[src/rtl/lcdd_pkg.sv]
package lcdd_pkg;

  // widths of the fixed fields
  localparam int unsigned HalfW   = 16;
  localparam int unsigned ShiftW  = 11;
  localparam int unsigned CountW  = 4;
  localparam int unsigned NibW    = 4;
  localparam int unsigned AddrW   = 6;
  localparam int unsigned CodeW   = 8;
  localparam int unsigned FuncW   = 3;
  localparam int unsigned InDataW = 24;
  localparam int unsigned OutDataW = 16;

  // lengths after the first bit: leading 1 of a header, top bit of a nibble
  localparam logic [CountW-1:0] CmdBits   = 4'd11;
  localparam logic [CountW-1:0] StartBits = 4'd8;
  localparam logic [CountW-1:0] NibBits   = 4'd3;

  // configuration register indexes
  localparam logic CfgHalfPeriod = 1'b0;
  localparam logic CfgReadEnable = 1'b1;

  localparam logic [HalfW-1:0] HalfPeriodReset = 16'd50;

  typedef enum logic [1:0] {
    PH_IDLE,
    PH_GAP,
    PH_WBIT,
    PH_RBIT
  } phase_e;

  typedef enum logic [FuncW-1:0] {
    FN_TICK     = 3'd0,
    FN_CMD      = 3'd1,
    FN_WR_START = 3'd2,
    FN_WR_NIB   = 3'd3,
    FN_RD_START = 3'd4,
    FN_RD_NIB   = 3'd5
  } func_e;

  typedef struct packed {
    phase_e              phase;
    logic [ShiftW-1:0]   shift_out;
    logic [CountW-1:0]   bits_left;
    logic [HalfW-1:0]    half_count;
    logic                second_half;
    logic                reading;
    logic                release_after;
    logic [NibW-1:0]     read_shift;
    logic                selected;
    logic                data_level;
  } state_t;

  localparam state_t StateReset = '{
    phase:         PH_IDLE,
    shift_out:     '0,
    bits_left:     '0,
    half_count:    '0,
    second_half:   1'b0,
    reading:       1'b0,
    release_after: 1'b0,
    read_shift:    '0,
    selected:      1'b0,
    data_level:    1'b1
  };

  typedef struct packed {
    logic [FuncW-1:0] func;
    logic [CodeW-1:0] command_code;
    logic [AddrW-1:0] address;
    logic [NibW-1:0]  nibble;
    logic             last;
    logic             data_in;
  } item_t;

  typedef struct packed {
    logic            rejected;
    logic [NibW-1:0] read_nibble;
    logic            read_valid;
    logic            busy_res;
    logic            data_out;
    logic            rd_n;
    logic            wr_n;
    logic            cs_n;
  } result_t;

endpackage

[src/rtl/lcdd_step.sv]
module lcdd_step import lcdd_pkg::*; (
  input  state_t             cur_i,
  input  item_t              item_i,
  input  logic [HalfW-1:0]   half_period_i,
  input  logic               read_enable_i,
  output state_t             nxt_o,
  output result_t            res_o
);

  logic [HalfW-1:0]  reload;
  logic [15:0]       shift_ext;
  logic [CountW-1:0] bits_dec;
  logic              rej;
  logic              valid;
  state_t            nxt;

  // zero half period acts as one tick
  assign reload    = (half_period_i == '0) ? '0 : half_period_i - 16'd1;
  assign shift_ext = {5'b0, cur_i.shift_out};
  assign bits_dec  = cur_i.bits_left - 4'd1;

  // one tick of the serial engine, or the start of a new request
  always_comb begin
    nxt   = cur_i;
    rej   = 1'b0;
    valid = 1'b0;
    if (cur_i.phase != PH_IDLE) begin
      rej = (item_i.func != FN_TICK);
      if (cur_i.half_count != '0) begin
        nxt.half_count = cur_i.half_count - 16'd1;
      end else begin
        unique case (cur_i.phase)
          PH_GAP: begin
            if (!cur_i.second_half) begin
              nxt.second_half = 1'b1;
            end else begin
              // header always opens with a 1
              nxt.selected    = 1'b1;
              nxt.data_level  = 1'b1;
              nxt.phase       = PH_WBIT;
              nxt.second_half = 1'b0;
            end
            nxt.half_count = reload;
          end
          PH_WBIT: begin
            if (!cur_i.second_half) begin
              nxt.second_half = 1'b1;
              nxt.half_count  = reload;
            end else if (cur_i.bits_left != '0) begin
              nxt.bits_left   = bits_dec;
              nxt.data_level  = shift_ext[bits_dec];
              nxt.second_half = 1'b0;
              nxt.half_count  = reload;
            end else begin
              nxt.phase       = PH_IDLE;
              nxt.second_half = 1'b0;
              if (cur_i.release_after) nxt.selected = 1'b0;
            end
          end
          PH_RBIT: begin
            if (!cur_i.second_half) begin
              // sample on the rising read strobe
              nxt.read_shift  = {cur_i.read_shift[NibW-2:0], item_i.data_in};
              nxt.second_half = 1'b1;
              nxt.half_count  = reload;
            end else if (cur_i.bits_left != '0) begin
              nxt.bits_left   = bits_dec;
              nxt.second_half = 1'b0;
              nxt.half_count  = reload;
            end else begin
              nxt.phase       = PH_IDLE;
              nxt.second_half = 1'b0;
              if (cur_i.release_after) nxt.selected = 1'b0;
              valid = 1'b1;
            end
          end
          default: begin
            nxt.phase = PH_IDLE;
          end
        endcase
      end
    end else begin
      unique case (item_i.func)
        FN_TICK: begin
        end
        FN_CMD, FN_WR_START: begin
          if (item_i.func == FN_CMD) begin
            nxt.shift_out     = {2'b00, item_i.command_code, 1'b1};
            nxt.bits_left     = CmdBits;
            nxt.release_after = 1'b1;
          end else begin
            nxt.shift_out     = {4'b0000, 1'b1, item_i.address};
            nxt.bits_left     = StartBits;
            nxt.release_after = 1'b0;
          end
          nxt.reading     = 1'b0;
          nxt.selected    = 1'b0;
          nxt.phase       = PH_GAP;
          nxt.second_half = 1'b0;
          nxt.half_count  = reload;
        end
        FN_RD_START: begin
          if (read_enable_i) begin
            nxt.shift_out     = {3'b000, 2'b10, item_i.address};
            nxt.bits_left     = StartBits;
            nxt.release_after = 1'b0;
            nxt.reading       = 1'b1;
            nxt.selected      = 1'b0;
            nxt.phase         = PH_GAP;
            nxt.second_half   = 1'b0;
            nxt.half_count    = reload;
          end else begin
            rej = 1'b1;
          end
        end
        FN_WR_NIB: begin
          if (cur_i.selected && !cur_i.reading) begin
            nxt.data_level    = item_i.nibble[NibW-1];
            nxt.shift_out     = {8'd0, item_i.nibble[NibW-2:0]};
            nxt.bits_left     = NibBits;
            nxt.release_after = item_i.last;
            nxt.phase         = PH_WBIT;
            nxt.second_half   = 1'b0;
            nxt.half_count    = reload;
          end else begin
            rej = 1'b1;
          end
        end
        FN_RD_NIB: begin
          if (cur_i.selected && cur_i.reading && read_enable_i) begin
            // release the data line before the read slots
            nxt.data_level    = 1'b1;
            nxt.read_shift    = '0;
            nxt.bits_left     = NibBits;
            nxt.release_after = item_i.last;
            nxt.phase         = PH_RBIT;
            nxt.second_half   = 1'b0;
            nxt.half_count    = reload;
          end else begin
            rej = 1'b1;
          end
        end
        default: begin
          rej = 1'b1;
        end
      endcase
    end
  end

  // pin levels and status after this tick
  always_comb begin
    res_o.cs_n        = (nxt.phase == PH_GAP) || !nxt.selected;
    res_o.wr_n        = !((nxt.phase == PH_WBIT) && !nxt.second_half);
    res_o.rd_n        = !((nxt.phase == PH_RBIT) && !nxt.second_half);
    res_o.data_out    = nxt.data_level;
    res_o.busy_res    = (nxt.phase != PH_IDLE);
    res_o.read_valid  = valid;
    res_o.read_nibble = valid ? nxt.read_shift : '0;
    res_o.rejected    = rej;
  end

  assign nxt_o = nxt;

endmodule

[src/rtl/lcdd_out_reg.sv]
module lcdd_out_reg import lcdd_pkg::*; (
  input  logic                clk_i,
  input  logic                rst_ni,
  input  logic                load_i,
  input  result_t             res_i,
  output logic                ready_o,
  output logic                m_axis_tvalid,
  input  logic                m_axis_tready,
  output logic [OutDataW-1:0] m_axis_tdata
);

  logic    valid_q, valid_d;
  result_t res_q;

  // slot frees up in the same cycle the word leaves
  assign ready_o = !valid_q || m_axis_tready;

  always_comb begin
    valid_d = valid_q;
    if (load_i) begin
      valid_d = 1'b1;
    end else if (m_axis_tready) begin
      valid_d = 1'b0;
    end
  end

  always_ff @(posedge clk_i or negedge rst_ni) begin
    if (!rst_ni) begin
      valid_q <= 1'b0;
    end else begin
      valid_q <= valid_d;
    end
  end

  // payload register
  always_ff @(posedge clk_i) begin
    if (load_i) begin
      res_q <= res_i;
    end
  end

  assign m_axis_tvalid = valid_q;
  assign m_axis_tdata  = {{(OutDataW - $bits(result_t)){1'b0}}, res_q};

endmodule

[src/rtl/lcd_driver_three_wire_serial_master.sv]
// channel   dir  handshake                     payload
// s_axis    in   s_axis_tvalid/s_axis_tready   tdata: request word, tlast: last nibble
// m_axis    out  m_axis_tvalid/m_axis_tready   tdata: pin levels and status word
// cfg       in   cfg_we_i                      cfg_idx_i selects register, cfg_data_i
//
// One word per clock unless stalled: each accepted input word advances the serial
// engine by one tick and yields one output word, registered for the next cycle.
// The engine update is a single pass of next-state logic on the state register.
// Reset puts the engine idle with chip select high and the data line at 1.
// Input is stalled only while an output word waits and m_axis_tready is low.
module lcd_driver_three_wire_serial_master import lcdd_pkg::*; (
  input  logic                clk_i,
  input  logic                rst_ni,
  input  logic                s_axis_tvalid,
  output logic                s_axis_tready,
  // func[2:0], command_code[10:3], address[16:11], nibble[20:17], data_in[21]
  input  logic [InDataW-1:0]  s_axis_tdata,
  input  logic                s_axis_tlast,
  output logic                m_axis_tvalid,
  input  logic                m_axis_tready,
  // cs_n[0], wr_n[1], rd_n[2], data_out[3], busy_res[4], read_valid[5],
  // read_nibble[9:6], rejected[10]
  output logic [OutDataW-1:0] m_axis_tdata,
  input  logic                cfg_we_i,
  input  logic                cfg_idx_i,
  input  logic [HalfW-1:0]    cfg_data_i
);

  state_t           state_q, state_d;
  logic [HalfW-1:0] half_period_q;
  logic             read_enable_q;
  item_t            item;
  result_t          res;
  logic             accept;

  // unpack the request word
  always_comb begin
    item.func         = s_axis_tdata[2:0];
    item.command_code = s_axis_tdata[10:3];
    item.address      = s_axis_tdata[16:11];
    item.nibble       = s_axis_tdata[20:17];
    item.last         = s_axis_tlast;
    item.data_in      = s_axis_tdata[21];
  end

  assign accept = s_axis_tvalid && s_axis_tready;

  // configuration registers
  always_ff @(posedge clk_i or negedge rst_ni) begin
    if (!rst_ni) begin
      half_period_q <= HalfPeriodReset;
      read_enable_q <= 1'b0;
    end else if (cfg_we_i) begin
      unique case (cfg_idx_i)
        CfgHalfPeriod: half_period_q <= cfg_data_i;
        CfgReadEnable: read_enable_q <= cfg_data_i[0];
        default: begin
        end
      endcase
    end
  end

  lcdd_step u_step (
    .cur_i         (state_q),
    .item_i        (item),
    .half_period_i (half_period_q),
    .read_enable_i (read_enable_q),
    .nxt_o         (state_d),
    .res_o         (res)
  );

  // engine state advances once per accepted word
  always_ff @(posedge clk_i or negedge rst_ni) begin
    if (!rst_ni) begin
      state_q <= StateReset;
    end else if (accept) begin
      state_q <= state_d;
    end
  end

  lcdd_out_reg u_out (
    .clk_i         (clk_i),
    .rst_ni        (rst_ni),
    .load_i        (accept),
    .res_i         (res),
    .ready_o       (s_axis_tready),
    .m_axis_tvalid (m_axis_tvalid),
    .m_axis_tready (m_axis_tready),
    .m_axis_tdata  (m_axis_tdata)
  );

  // a completed read always leaves the engine idle
  assert property (@(posedge clk_i) disable iff (!rst_ni)
    m_axis_tvalid && m_axis_tdata[5] |-> !m_axis_tdata[4])
    else $error("read_valid while busy");

  // read data is zero unless a read completed
  assert property (@(posedge clk_i) disable iff (!rst_ni)
    m_axis_tvalid && !m_axis_tdata[5] |-> (m_axis_tdata[9:6] == 4'd0))
    else $error("read nibble without read_valid");

  // strobes never both low
  assert property (@(posedge clk_i) disable iff (!rst_ni)
    m_axis_tvalid |-> (m_axis_tdata[1] || m_axis_tdata[2]))
    else $error("write and read strobe low together");

  // idle engine always has the half flag clear
  assert property (@(posedge clk_i) disable iff (!rst_ni)
    state_q.phase == PH_IDLE |-> !state_q.second_half)
    else $error("half flag set while idle");

endmodule
[config.mk]
export PLATFORM = sky130hd
export DESIGN_NAME = lcd_driver_three_wire_serial_master
export DESIGN_NICKNAME = d
export VERILOG_FILES = /design/src/rtl/lcdd_pkg.sv /design/src/rtl/lcdd_step.sv /design/src/rtl/lcdd_out_reg.sv /design/src/rtl/lcd_driver_three_wire_serial_master.sv
export SDC_FILE = /design/constraint.sdc
export NUM_CORES = 1
export LEC_CHECK = 0
export ABC_CLOCK_PERIOD_IN_PS = 4500
export BUFFER_PORTS_ARGS = -buffer_cell sky130_fd_sc_hd__buf_4
export CAP_MARGIN = 5
export CORE_ASPECT_RATIO = 0.5
export CORE_MARGIN = 4
export CORE_UTILIZATION = 46
export CTS_BUF_LIST = sky130_fd_sc_hd__clkbuf_16
export DETAILED_ROUTE_END_ITERATION = 10
export PLACE_DENSITY = 0.67
export SLEW_MARGIN = 20
export SYNTH_ARGS = -nofsm -noshare
export SYNTH_HDL_FRONTEND = slang
export SYNTH_SLANG_ARGS = --single-unit
[constraint.sdc]
create_clock -name clk_i -period 4.5 [get_ports clk_i]
set_input_delay 0.675 -clock clk_i [delete_from_list [all_inputs] [get_ports clk_i]]
set_output_delay 0.675 -clock clk_i [all_outputs]
set_load 0.01 [all_outputs]
Word-level counts from Yosys, hierarchy flattened
Cells that the tools add are included.
{"block": "classes", "n_addsub": 3, "magnitude_cmp": 1, "n_eq_ne": 23, "muxes": 62, "bitwise": 2, "n_reduce_logical": 36}
{"cell": "21-bit one-hot mux with 4 select lines", "n": 1}
{"cell": "21-bit two-way mux", "n": 2}
{"cell": "36-bit two-way mux", "n": 1}
{"cell": "34-bit two-way mux", "n": 1}
{"cell": "17-bit one-hot mux with 2 select lines", "n": 1}
{"cell": "11-bit one-hot mux with 3 select lines", "n": 1}
{"cell": "16-bit two-way mux", "n": 2}
{"cell": "16-bit by 1-bit subtractor with 16-bit output, second input constant", "n": 2}
{"cell": "4-bit two-way mux", "n": 6}
{"cell": "1-bit two-way mux", "n": 23}
{"cell": "20-bit two-way mux", "n": 1}
{"cell": "17-bit two-way mux", "n": 1}
{"cell": "16-bit zero test", "n": 1}
{"cell": "2-bit two-way mux", "n": 8}
{"cell": "16-bit nonzero test", "n": 1}
{"cell": "13-bit two-way mux", "n": 1}
{"cell": "6-bit two-way mux", "n": 2}
{"cell": "2-bit != test, second input constant", "n": 5}
{"cell": "9-bit AND reduction", "n": 1}
{"cell": "2-bit equality test, second input constant", "n": 4}
{"cell": "1-bit one-hot mux with 2 select lines", "n": 4}
{"cell": "1-bit one-hot mux with 4 select lines", "n": 2}
{"cell": "2-bit one-hot mux with 4 select lines", "n": 1}
{"cell": "2-bit nonzero test", "n": 4}
{"cell": "other kinds (30)", "n": 51}
{"block": "word_totals", "reg_bits": 71, "input_bits": 47, "out_inout_bits": 18, "word_cells": 148}

Logic depth before layout (Yosys ltp)
Gate-level depths: netlist of run 1.
{"block": "depth", "word_depth": 10, "ltp_mapped": 9, "depth_no_buf": 8}

Cells and area by module
Synthesis of run 1 repeated with hierarchy kept, for this count alone.
{"block": "unflattened", "cells_unflattened": 563, "area_unflattened_um2": 5308.8}
{"module": "lcdd_step", "instances": 1, "cells_each": 415, "area_each_um2": 2620.0, "seq_area_each_um2": 0.0}
{"module": "lcd_driver_three_wire_serial_master", "instances": 1, "cells_each": 128, "area_each_um2": 2269.7, "seq_area_each_um2": 1481.4}
{"module": "lcdd_out_reg", "instances": 1, "cells_each": 20, "area_each_um2": 419.2, "seq_area_each_um2": 355.3}

Worst setup path after synthesis of run 1
OpenSTA, ideal clock, no wires.
{"block": "synth_path", "kind": "in2reg", "from": "in s_axis_tdata[2]", "to": "reg state_q[27] (netlist name)", "setup_ns": 0.120, "arrival_ns": 2.552, "path_slack_ns": 1.828, "cell_stages": 7, "path_buffers": 1, "path_cell_list": "clkbuf_1 -> nor2b_1 -> a31oi_1 -> o311a_1 -> nor4_1 -> mux2_2 -> a31o_2"}
{"block": "synth_between", "elab_chain_len": 4, "elab_cells_between_ends": 13, "classes_between": "eq/ne: 8; mux: 2; reduce/logical: 3"}
{"element": "start, declared", "line_no": "lcd_driver_three_wire_serial_master.sv:17", "text": "input logic [InDataW-1:0] s_axis_tdata,"}
{"element": "3-bit by 2-bit equality test with 1-bit output or 3-bit by 1-bit equality test with 1-bit output (tied branches)", "line_no": "lcdd_step.sv:83", "text": "unique case (item_i.func)"}
{"element": "2-bit OR reduction", "line_no": "lcdd_step.sv:83"}
{"element": "5-bit nonzero test (no line) or 21-bit one-hot mux with 4 select lines (tied branches)"}
{"element": "9-bit AND reduction (no line) or 21-bit two-way mux (tied branches)"}
{"element": "end signal, assigned", "line_no": "lcd_driver_three_wire_serial_master.sv:75", "text": "state_q <= StateReset;"}
{"element": "end signal, assigned", "line_no": "lcd_driver_three_wire_serial_master.sv:77", "text": "state_q <= state_d;"}
{"element": "end, declared", "line_no": "lcd_driver_three_wire_serial_master.sv:29", "text": "state_t state_q, state_d;"}
Parallel ways exist; a longest one is shown, timed or not.
A chain may end at the register's enable or synchronous reset.

Final worst setup path of run 1
{"block": "layout_path", "from": "reg state_q[9] (netlist name)", "to": "reg state_q[17] (netlist name)"}
{"block": "layout_between", "elab_chain_len": 3, "elab_cells_between_ends": 7, "classes_between": "add/sub: 1; eq/ne: 2; mux: 2; reduce/logical: 2"}
{"element": "16-bit by 1-bit subtractor with 16-bit output or 16-bit nonzero test (tied branches)", "line_no": "lcdd_step.sv:30, lcdd_step.sv:29"}
{"element": "16-bit two-way mux (tied with other cells)", "line_no": "lcdd_step.sv:29", "text": "if (cur_i.half_count != '0) begin"}
{"element": "21-bit two-way mux or 7-bit AND reduction (tied branches)"}
Parallel ways exist; a longest one is shown, timed or not.

==> results of run 1 <==
==> how the worst max path moves through the flow <==
| stage | end | cells past startpoint |
|---|---|---|
| 6_report | state_q[17] | 7 |
| 3_5_place_dp | state_q[17] | 7 |
| 5_1_grt | state_q[17] | 7 |
| 3_3_place_gp | state_q[12] | 7 |
| 2_1_floorplan | state_q[27] | 7 |
| 4_1_cts | state_q[17] | 7 |
==> placed cells by master (no fill, tap or decap), types with 7 or more instances in the layout <==
cell	count
dfrtp_1	54
edfxtp_1	11
nor2_1	34
a21oi_1	23
nor2b_1	9
a22oi_1	8
xnor2_1	10
nor4_1	8
buf_4	61
ha_1	8
nand2_1	49
inv_1	21
clkbuf_16	10
mux2_2	23
nand4_1	8
o22ai_1	8
nand3_1	8
a31oi_1	7
nand2b_1	9
nor3_1	15
o21ai_0	37
==> metal layers <==
metal,track usage,part of all wire,wire [um],up-vias
met1,0.278,0.50,5020,1720
met5,0,0,0,-
li1,-,-,-,1818
met3,0.0483,0.052,522,16
met4,0.0512,0.016,158,0
met2,0.277,0.43,4340,103
==> power breakdown <==
part | internal (uW) | total [uW] | switching, uW
registers | 830 | 1040 | 214
logic | 480 | 1090 | 607
clock network | 512 | 769 | 257
total | 1820 | 2900 | 1080
==> metrics by stage <==
step | cell area [um^2] | util
after detailed placement | 4780 | 0.538
after global placement | 4780 | 0.538
after floorplan | 4310 | -
after CTS | 5110 | 0.575
final | 5110 | 0.575
after global routing | 5110 | 0.575
==> final cells by class <==
cell class	instances	area share
Inverter	19	0.0140
Multi-Input combinational cell	355	0.454
Sequential cell	69	0.350
Timing Repair Buffer	61	0.0897
Clock buffer	10	0.0490
Tap cell	117	0.0287
Clock inverter	6	0.0149
==> registers in the layout, summed over array words and instances, names as in the netlist <==
register / count
read_enable_q: 1
u_out.m_axis_tdata: 11
state_q: 40
half_period_q: 16
u_out.m_axis_tvalid: 1
==> worst max-delay path, delay by kind of cell, from the launching register on <==
family	cells	cell delay (ps)
flops	1	420
buf+inv	1	70
fa+ha+maj	1	200
compound gates	2	880
simple gates	3	1480
==> cell families (layout without fill, tap and decap cells) <==
family / Yosys count / after routing
fa+ha+maj: 8 / 8
other cells: 1 / 5
flops: 69 / 69
mux: 29 / 29
xor+xnor: 15 / 15
compound gates: 130 / 130
buf+inv: 48 / 96
simple gates: 168 / 168
==> results.txt, run 1 <==
The count of instances resized after the clock tree is built came out at 0. The multi-input combinational cells in the finished layout cover a total of between 2000 and 2500 um^2. In this run the clock root is driven by a clkbuf_16. The placeable core area is 8890 um^2.

The detailed router's first-iteration violation count came out at ~200. The vertical extent of the die is about 76 um. The final non-filler cell total came out at approximately 640. The pin slew with the least headroom to its limit is 791 ps. The placed wire-length estimate after detailed placement came out at slightly above 7 mm. Measured along the x axis, the die boundary spans around 140 um. The maximum fanout along the worst path is 20. The post-synthesis compound-gate area fraction is 0.195. The post-CTS setup buffer count came out at 0.

In this run the register-to-register setup slack is between 1000 and 1500 ps. IR analysis of the VDD net gives a maximum drop of about 0.23 mV. The via count of the first global-routing pass came to 3441.

The time the final worst path needs with I/O delays and setup is about 3200 ps. After detailed routing, the average wire length per cell comes to roughly 16 um. Ranked by total cell area, the synthesized netlist is headed by dfrtp_1 31%, edfxtp_1 7.7%, mux2_2 6.0%, o21ai_0 4.3%, nand2_1 4.3%. The synthesized flop and latch total is ~70. The arrival time at the worst endpoint came out at ~3400 ps.

The wire length of the first global-routing pass is roughly 17 mm. In this run the critical register-to-register path is captured at state_q[17]. The static leakage power is about 0.0021 uW. The multiplexer share of the synthesized area is 0.0800. The total of endpoints with negative setup slack in the final report is 0. The H-tree generated during clock tree synthesis spans 3 levels. The number of failing hold endpoints at the final stage is 0. The number of synthesized flops with an enable pin is 11. The run finished with clean final reports. Entering global routing, the biggest net connects 59 pins. The layout-stage area growth over the synthesis result is 18.8%. The total power consumption of the routed design came out at about 2900 uW. The commonest cells after synthesis are 54 x dfrtp_1, 49 x nand2_1, 37 x o21ai_0. The TritonCTS clock tree is yes.

Setup repair after global routing left no endpoint under its margin. The number of clock sinks seen by CTS is 69. The cell count after synthesis is approximately 470. In the post-route analysis, the smallest setup slack over all paths is about 1300 ps. The total global routing overflow is 0. The total placed cells including tap cells is approximately 620. The remaining max-slew budget at the tightest pin is 0.473. The via density per instance is around 5.7. The critical path starts at state_q[9]. The clock buffer count from CTS is 9. The clock transition time at the flip-flop clock pins of the worst setup and hold paths is roughly 60 ps. Setup total negative slack on the finished layout was measured at 0 ps.

The adder-cell area share of the yosys netlist is 0.0233. The area of the mapped netlist is between 4000 and 5000 um^2. Counting along the longest clock path gives a buffer depth of 2. Across every metal layer, demand over resource in global routing totals 0.189. The number of primary I/O pins is 65. The proportion of netlist area held by the largest area contributor is 0.314. The die area came out at around 11000 um^2. The worst setup path is launched from a register.

The count of unique library cells instantiated by Yosys came out at 67. The residual antenna-violating net count after detailed routing is 0. The power density over the cells came out at 568 nW/um^2. The worst-path cell with the longest stage delay is a311o_1.

The largest stage delay on the critical path came out at ~710 ps. The count of max-cap constraint violations is 0. The final setup skew came out at between 6 and 7 ps.

Counting the fill cells in the layout gives around 800. The share of the synthesized netlist area taken by xor and xnor gates is 0.0306. The predominant post-synthesis flop cell is dfrtp_1.

Walking the worst path, the cells encountered are inv_1 -> ha_1 -> or4b_2 -> nor4_1 -> a311o_1 -> or2_1 -> o221ai_1. The number of diodes added for antenna fixing is 0. The post-synthesis simple-gate area fraction is 0.206. Summing all flip-flop and latch instances after layout gives approximately 1800 um^2. The synthesis warning total is 0. The length of the first detailed-routing pass in iterations came out at 5. In this run the worst hold path is classified as primary input to asynchronous set/reset pin.

The dominant combinational cell family by area after synthesis is simple AND/OR/NAND/NOR gates. The later pin in the worst-skew pair is clocked with a latency of 330 ps. Measured in cells, the most critical reg-to-reg path has a length of 7. Prior to clock tree synthesis, the placed netlist has a worst setup slack of ~1300 ps. The worst setup path is of the register to register kind. The final net count is 570. The worst slack on hold paths came out at roughly 400 ps. For the worst setup path, the data required time is around 4700 ps. The portion of the post-synthesis area used by sequential elements came out at 0.416.

Dividing the final minimum period by the clock period gives 0.713. The share of post-route cells with drive strength above 1 is 0.219. In the post-synthesis netlist, the cell with the most instances is dfrtp_1. Wires add up to roughly 10 mm. The initial core utilization is 0.484. The biggest area contributor in the post-synthesis netlist is dfrtp_1. After clock tree synthesis, the flow added hold-fix buffers numbering 0. The total number of vias came out at 3657.

The remaining design rule violation count came out at 0. The worst setup path is captured at a register. The number of port buffers came out at between 50 and 60. The share of synthesized registers carrying an async set or reset came out at 0.841.

The worst register-to-register path begins at state_q[9]. The number of placement rows came out at 24. For this run, the top clock speed supported by timing is 312 MHz. The number of pins with negative max-slew slack in the final report came to 0. Routability-driven placement finished with a final weighted congestion of about 0.81. The number of antenna violations at the first check in global routing came to 0. The mean instance size in the synthesized netlist came out at between 9 and 10 um^2.
(Power assumes the default switching activity.)
==> run 2: changes to the inputs <==
--- a/config.mk
+++ b/config.mk
@@ -5,7 +5,7 @@
 export SDC_FILE = /design/constraint.sdc
 export NUM_CORES = 1
 export LEC_CHECK = 0
-export ABC_CLOCK_PERIOD_IN_PS = 4500
+export ABC_CLOCK_PERIOD_IN_PS = 2800
 export BUFFER_PORTS_ARGS = -buffer_cell sky130_fd_sc_hd__buf_4
 export CAP_MARGIN = 5
 export CORE_ASPECT_RATIO = 0.5
@@ -13,7 +13,7 @@
 export CORE_UTILIZATION = 46
 export CTS_BUF_LIST = sky130_fd_sc_hd__clkbuf_16
 export DETAILED_ROUTE_END_ITERATION = 10
-export PLACE_DENSITY = 0.67
+export PLACE_DENSITY = 0.69
 export SLEW_MARGIN = 20
 export SYNTH_ARGS = -nofsm -noshare
 export SYNTH_HDL_FRONTEND = slang
==> constraint.sdc (replaced) <==
create_clock -name clk_i -period 2.8 [get_ports clk_i]
set_input_delay 0.42 -clock clk_i [delete_from_list [all_inputs] [get_ports clk_i]]
set_output_delay 0.42 -clock clk_i [all_outputs]
set_load 0.01 [all_outputs]
==> run 2 against run 1 <==
- worst hold slack worse by 240 ps
- register-to-register slack worse by 1100 ps
- final cell count is 3.3% higher
- highest routed layer unchanged
- setup slack worse by 1100 ps
- largest power group unchanged
- sequential share of layout area is 0.77 points lower
- clock power is 38% higher
- global-route usage is 0.25 points higher
- clock-buffer cell count is 1 lower
- non-clock buffer count is 21 higher
- critical path depth stayed put
- clock skew is 0.58 ps lower
==> results.txt, run 2 (synthesis results as in run 1) <==
Summing all non-filler instances in the final layout gives an area of between 5000 and 6000 um^2. The number of buffers and inverters on the critical path is 2. The vertical extent of the die came out at ~76 um. For this run, the total global-route usage over all layers was measured as 0.192. The CTS root buffer is clkbuf_16. Input and output buffers added on the ports amount to between 50 and 60. Ranked by flip-flop count, first place goes to state_q.

The total number of vias is approximately 3800. Summed over all failing endpoints, the final setup total negative slack is 0 ps. After detailed routing, the average wire length per cell comes to around 16 um. The family with the most delay on the worst path is simple AND/OR/NAND/NOR gates. For this run, the slowest stage of the critical path takes ~700 ps. The final worst-path cycle share came out at 0.949. The initial core utilization is 0.484. Setup slack on the worst reg-to-reg path comes out at about 140 ps. The depth of the most critical reg-to-reg path is 7. The H-tree generated during clock tree synthesis spans 3 levels.

The worst register-to-register path ends at state_q[9]. The power density over the cells is 890 nW/um^2. The placeable core area is between 8000 and 9000 um^2. The number of antenna diodes in the final layout is 0. The length of the first detailed-routing pass in iterations is 4.

The via count of the first global-routing pass came to 3577. Traced cell by cell, the critical path runs through inv_1 -> ha_1 -> or4b_2 -> nor4_2 -> a311o_1 -> buf_4 -> mux2_2. For the pin with the worst max-slew slack, the measured transition is about 760 ps. The number of antenna violations at the first check in global routing is 0. The number of pins with negative max-slew slack in the final report is 0. Timing would allow up to 376 MHz. In this run the tightest slew margin relative to its limit is 0.493. The worst ir drop on vdd is 0.357 mV. STA classifies the critical path endpoint as a register.

The clock reaches the later pin of the worst-skew pair after 330 ps. The tool flagged a number of max-cap violations equal to 0. After legalization and detailed placement, the total HPWL measured 7.39 mm. The type of element launching the critical path is a register.

The clock passes through at most 2 buffers. Summing all placed instances gives a cell area of between 4000 and 5000 um^2. The wire length of the first global-routing pass is roughly 17 mm.

The run finished with clean final reports. In the layout the commonest cells are 82 x buf_4, 54 x dfrtp_1, 49 x nand2_1. The final standard cell utilization of the core is 0.588.

The net count of the finished layout is a little under 600. The total global routing overflow is 0. The die area came out at 11100 um^2. Across the routed clock network, the largest skew measured is roughly 6.0 ps. The arrival time at the worst endpoint came out at about 2900 ps. The detailed router's first-iteration violation count is ~270. The overall die width is about 140 um. The last weighted congestion value of the routability-driven placer is ~0.84. The maximum number of pins on one net before global-route repair is just under 60.

The maximum fanout along the worst path is 7. The remaining design rule violation count came out at 0. The time the final worst path needs with I/O delays and setup came out at ~2700 ps. The number of clock sinks seen by CTS is 69. The clock buffer count from CTS is 9. The flip-flop count of the largest register after layout came out at 40. The startpoint identified for the worst register-to-register timing path is state_q[9]. The layout-stage area growth over the synthesis result is 21.5%. The final wirelength came out at between 10 and 15 mm. Setup repair after global routing left no endpoint under its margin. The number of failing hold endpoints at the final stage is 0. The library cell used most frequently in the layout, excluding fill and tap cells, is buf_4. The number of buffers inserted for hold repair after clock tree synthesis is 0. The via density per instance is about 5.8. The data required time of the worst path is around 3000 ps. The total of endpoints with negative setup slack in the final report is 0. The worst-path cell with the longest stage delay is or4b_2. The min-delay analysis places its worst path in the category primary input to asynchronous set/reset pin. The critical path class is register to register. The residual antenna-violating net count after detailed routing is 0. The clock transition time at the flip-flop clock pins of the worst setup and hold paths is about 50 ps. Pin placement for this block handled 65 I/O pins. TritonCTS built the clock tree. In this run the core area contains 24 standard-cell rows. The static leakage power came out at 0.00221 uW. The share of post-route cells with drive strength above 1 is 0.246.
run 2: final cells by class:
cell class / instances / area [um^2]
clock buffer: 9 / 225
clock inverter: 7 / 52.6
multi-input combinational: 355 / 2320
tap: 117 / 146
fill: 799 / 3670
timing repair buffer: 82 / 616
inverter: 19 / 71.3
sequential: 69 / 1790
run 2: what timing repair did:
item | in CTS | in global routing
endpoints found under the setup margin | 0 | 16
resized for setup | 0 | 1
setup buffers | 0 | 1
run 2: power breakdown:
group / switching [uW] / internal (uW) / total [uW]
logic: 1030 / 879 / 1900
clock network: 394 / 669 / 1060
registers: 347 / 1330 / 1680
total: 1770 / 2880 / 4650
run 2: per-stage QoR:
step	total power, uW	hold WS (ps)	instances	setup slack (ps)
2_1_floorplan	2960	124	472	256
5_1_grt	4980	225	658	18.2
6_report	4650	166	658	143
4_1_cts	4640	194	657	25.1
3_5_place_dp	3550	470	641	65.3
3_3_place_gp	3510	462	641	119
run 2: how the worst max path moves through the flow:
| stage | start | to | slack [ps] | cells after the start |
|---|---|---|---|---|
| final | state_q[9] | state_q[9] | 140 | 7 |
| after global routing | state_q[9] | u_out.m_axis_tdata[1] | 20 | 9 |
| after detailed placement | state_q[9] | u_out.m_axis_tdata[1] | 70 | 8 |
| after CTS | state_q[9] | u_out.m_axis_tdata[1] | 30 | 8 |
| after global placement | state_q[9] | state_q[10] | 120 | 7 |
| after floorplan | state_q[14] | state_q[24] | 260 | 7 |
run 2: worst reg2reg max path: stages (launching register included):
cell and delay [ps]:
dfrtp_1 420, inv_1 80, ha_1 210, or4b_2 680
nor4_2 300, a311o_1 340, buf_4 190, mux2_2 330
run 2: per-layer routing:
metal  part of all wire  track usage  routed length, um
met5                  0            0                  0
met4              0.011       0.0484                108
met3              0.050       0.0458                513
met2               0.46        0.288               4650
met1               0.48        0.279               4950
